$ cat src/rtl/swm_pkg.sv
`timescale 1ns / 1ps
// ----------------------------------------------------------------------------
// Sliding window median: package
// Sizes, cell state types and constants shared by the block's files.
// ----------------------------------------------------------------------------
package swm_pkg;

  localparam int WINDOW_MAX  = 256;
  localparam int SAMPLE_BITS = 16;

  localparam int SAMPLE_W = 16;
  localparam int MEDIAN_W = 16;
  localparam int SUM_W    = 48;
  localparam int CFG_W    = 9;

  localparam int VAL_W     = (SAMPLE_BITS < SAMPLE_W) ? SAMPLE_BITS : SAMPLE_W;
  localparam int AGE_W     = (WINDOW_MAX > 1) ? $clog2(WINDOW_MAX) : 1;
  localparam int CNT_W     = $clog2(WINDOW_MAX + 1);
  localparam int WCMP_W    = (CNT_W > CFG_W) ? CNT_W : CFG_W;
  localparam int PFX_LVLS  = $clog2(WINDOW_MAX);

  localparam logic [SUM_W-1:0] SUM_MAX = {SUM_W{1'b1}};

  // One entry of the sorted window.
  typedef struct packed {
    logic             vld;
    logic [AGE_W-1:0] age;
    logic [VAL_W-1:0] val;
  } cell_t;

  // What a cell shows its neighbors: its entry and whether it sorts at or
  // below the incoming sample.
  typedef struct packed {
    cell_t st;
    logic  le;
  } cell_view_t;

endpackage

$ cat src/rtl/swm_cell.sv
`timescale 1ns / 1ps
// ----------------------------------------------------------------------------
// Sliding window median: sorter cell
// Holds one entry of the sorted window. On each sample it closes the gap left
// by the evicted entry and opens a slot for the new one, looking at its two
// neighbors and the victim prefix flags.
// ----------------------------------------------------------------------------
module swm_cell (
  input  logic                     clk,
  input  logic                     rst_n,
  input  logic                     step,
  input  logic                     clear,
  input  logic [swm_pkg::VAL_W-1:0] sample,
  input  logic [swm_pkg::CNT_W-1:0] win,
  input  logic                     evict_en,
  input  swm_pkg::cell_view_t      left,
  input  swm_pkg::cell_view_t      right,
  input  logic                     pre_left,
  input  logic                     pre_self,
  output swm_pkg::cell_view_t      view,
  output logic                     victim
);
  import swm_pkg::*;

  cell_t st_r;
  cell_t st_nxt;
  logic  le_own;
  cell_t c_self;
  cell_t c_left;
  logic  c_self_le;
  logic  c_left_le;

  assign le_own = st_r.vld && (st_r.val <= sample);
  assign victim = evict_en && st_r.vld && ((CNT_W'(st_r.age) + CNT_W'(1)) >= win);
  assign view   = '{st: st_r, le: le_own};

  // Window after eviction: cells at or past the victim take their right neighbor.
  always_comb begin
    c_self    = pre_self ? right.st : st_r;
    c_self_le = pre_self ? right.le : le_own;
    c_left    = pre_left ? st_r : left.st;
    c_left_le = pre_left ? le_own : left.le;
  end

  always_comb begin
    if (!c_self_le && c_left_le) begin
      st_nxt = '{vld: 1'b1, age: '0, val: sample};
    end else if (!c_self_le) begin
      st_nxt = '{vld: c_left.vld, age: c_left.age + AGE_W'(1), val: c_left.val};
    end else begin
      st_nxt = '{vld: c_self.vld, age: c_self.age + AGE_W'(1), val: c_self.val};
    end
  end

  always_ff @(posedge clk) begin
    if (!rst_n) begin
      st_r.vld <= 1'b0;
    end else if (clear) begin
      st_r.vld <= 1'b0;
    end else if (step) begin
      st_r <= st_nxt;
    end
  end

endmodule

$ cat config.mk
export PLATFORM = sky130hd
export DESIGN_NAME = swm_cell
export DESIGN_NICKNAME = d
export VERILOG_FILES = /design/src/rtl/swm_pkg.sv /design/src/rtl/swm_cell.sv
export SDC_FILE = /design/constraint.sdc
export NUM_CORES = 1
export LEC_CHECK = 0
export ABC_AREA = 0
export ABC_CLOCK_PERIOD_IN_PS = 3900
export BUFFER_PORTS_ARGS = -buffer_cell sky130_fd_sc_hd__buf_2
export CAP_MARGIN = 20
export CORE_UTILIZATION = 47
export DETAILED_ROUTE_END_ITERATION = 12
export HOLD_SLACK_MARGIN = 0.12
export PLACE_DENSITY = 0.81
export SYNTH_ARGS = -nofsm -noshare
export SYNTH_HDL_FRONTEND = slang
export SYNTH_SLANG_ARGS = --single-unit
$ cat constraint.sdc
create_clock -name clk -period 3.9 [get_ports clk]
set_input_delay 0.78 -clock clk [delete_from_list [all_inputs] [get_ports clk]]
set_output_delay 0.78 -clock clk [all_outputs]
set_load 0.01 [all_outputs]
==> flow_summary.ini <==
[outcome]
status = finished clean

[global_route]
first_global_vias = 2221
grt_max_degree = 34
gr-usage-all-layers_pct = 23.23
antenna_found_initial = 0
grt_pass1_wl_microns = 9625
gr-total-overflow = 0

[synth]
synthDistinctLibCells = 57
async_reset_ff_share_pct = 0
synth_edf_count = 24
synth_warnings = 0
yosys-top-cells-area = edfxtp_1 (31%), ha_1 (14%), a21oi_1 (6.2%)
synthesis.area_sq_um = 2337
synth_top_area_cell = edfxtp_1
yosysSeqAreaShare_pct = 31.69
synthFlopType = edfxtp_1
syn-num-nets = 365
yosysTopAreaCellShare_pct = 30.84
syn_inst = 254
syn_area_per_cell_sq_um = 9.202
ys_seq_elements = 25

[cts]
clock_latency_ns = 0.28
clockBufferDepth = 2
clk_pin_slew_ns = 0.09
root_buffer = clkbuf_8
holdBufCountCts = 0
cts_tree = done
post_cts_buffers = 0
clock_sinks = 25
numCtsBuffers = 3
post_cts_resize_count = 0
htreeDepth = 1

[finish]
largest_reg_flops = 25
final_common_cell = buf_2
antenna_cells = 0
fin_nets = 473
area_delta_synth_final_pct = 28.96
final_cell_mix = buf_2 (110), a21oi_1 (29), ha_1 (27), inv_1 (26), edfxtp_1 (24)
utilization_pct = 63.39
final_area_sq_um = 3014
drive_above_1_share_pct = 37.67

[sta]
finalSetupViolations = 0
rsz0062_at_grt = no
finalMaxSlewViolations = 0
relSlewSlack_pct = 51.41
hold_violations = 0
tightest_slew_ns = 0.7262
finalCritPeriodShare_pct = 89.70
max_freq_mhz = 285.9
fin_hold_ws_ns = 0.6369
fin_tns_setup_ns = 0
final.setup_skew_ns = 0.005642
finalCriticalPeriod_ns = 3.498
finalWorstSetupSlack_ns = 0.4018

[routing]
drc = 0
drt_iter0_drc = 100
num_vias = 2369
dr.pass1.iters = 5
vias_per_cell = 5.535
wl_per_cell_microns = 14.31
drt-total-wl_microns = 6126
final_antenna_net_count = 0

[placed_design]
placed_area_sq_um = 2969
portBuffers = 110
gp_congestion = 0.9100
dp_hpwl_microns = 4819
post-place-ws_ns = 0.1640

[setup_path]
reg2regPathDepth = 10
endpoint_kind = output pin
cp_cell_sequence = buf_2, inv_1, ha_1, nand4_2, nor4_2, a21bo_2, a31oi_4, nand2b_1, inv_2, buf_2
critPathBufInv = 4
cpPeakStageDelay_ns = 0.33
timing.rr.start = view[16]
critPathKind = in -> out
cp.arrival_ns = 2.72
cp_common_cell = buf_2
critPathLaunchType = input port
crit_cells = 10
worst_path_max_delay_cell = a31oi_4
startpoint = sample[15]
critPathRequiredTime_ns = 3.12
cp_max_fo = 10
crit_family = simple AND/OR/NAND/NOR gates

[die]
io_pins = 111
rows = 25
initial_utilization_pct = 49.16
die_width_microns = 72.52
die_h_microns = 72.52
core_area_sq_um = 4755
dieArea_sq_um = 5259

[power_and_ir_drop]
vdd_drop_max_mv = 0.1686
p_per_area_nw_per_um2 = 239.2
p_leak_nw = 1.441

[min_path]
hold_path_startpoint = view[25]
holdPathStages = 2
hp-class = reg -> reg

[run]
max_cap_violations = 0
==> cells by family after synthesis <==
family | share of synthesized area [%]
DFF | 31.69
xor gates and xnor gates | 3.373
adders and majority gates | 14.45
and+or+nand+nor | 15.15
muxes | 1.285
AOI/OAI and AO/OA | 27.14
buffers and inverters | 6.905
==> power breakdown <==
part	leakage (nW)	total [W]	internal, W	switching [W]
registers	0.229	0.000320	0.000311	0.00000958
logic	1.19	0.000239	0.000114	0.000125
clock network	0.0228	0.000162	0.0000734	0.0000888
==> final timing paths <==
check                  end  slack, ns
setup / recovery   view[0]       0.40
setup reg to reg  view[23]       0.66
hold / removal    view[25]       0.64
hold reg to reg   view[25]       0.64
==> metrics by stage <==
| stage | cells | power, W |
|---|---|---|
| global placement | 424 | 0.0005544 |
| CTS | 428 | 0.0007216 |
| finish | 428 | 0.0007211 |
| floorplan | 254 | 0.0004744 |
| detailed placement | 424 | 0.0005632 |
| global route | 428 | 0.0007643 |
==> Yosys cell counts, types with 3 or more instances <==
master    instances
a21oi_1          29
ha_1             27
inv_1            26
edfxtp_1         24
nor2_1           17
a221oi_1         15
nand2_1          14
o21ai_0           8
nand2b_1          7
clkbuf_1          6
xnor2_1           6
a21o_1            5
nor3_1            5
nand3_1           4
nor2b_1           4
and3_1            3
buf_2             3
mux2i_1           3
xor2_1            3
==> worst reg2reg max path, stage by stage, from the launching register on <==
cell and delay [ns]:
edfxtp_1 0.41, ha_1 0.34, nand4_2 0.15, nor4_2 0.30
a21bo_2 0.27, a31oi_4 0.33, a2bb2oi_2 0.32, o221ai_2 0.19
nor3_2 0.33, a311oi_1 0.15, a41o_1 0.22
==> routing by layer <==
metal / track usage (%) / part of all wire (%) / vias to the layer above
li1: - / - / 1169
met1: 28.90 / 43 / 1079
met2: 39.15 / 49 / 108
met3: 4.861 / 6.1 / 13
met4: 9.586 / 1.5 / 0
met5: 0 / 0 / -
==> final cells by class <==
class                           instances  area [sq um]
Inverter                               27         101.3
Clock buffer                            4         45.04
Multi-Input combinational cell        190          1443
Fill cell                             413          1740
Tap cell                               67         83.83
Sequential cell                        25         740.7
Timing Repair Buffer                  115         600.6
Note: power is estimated with default switching activity, not from simulation.
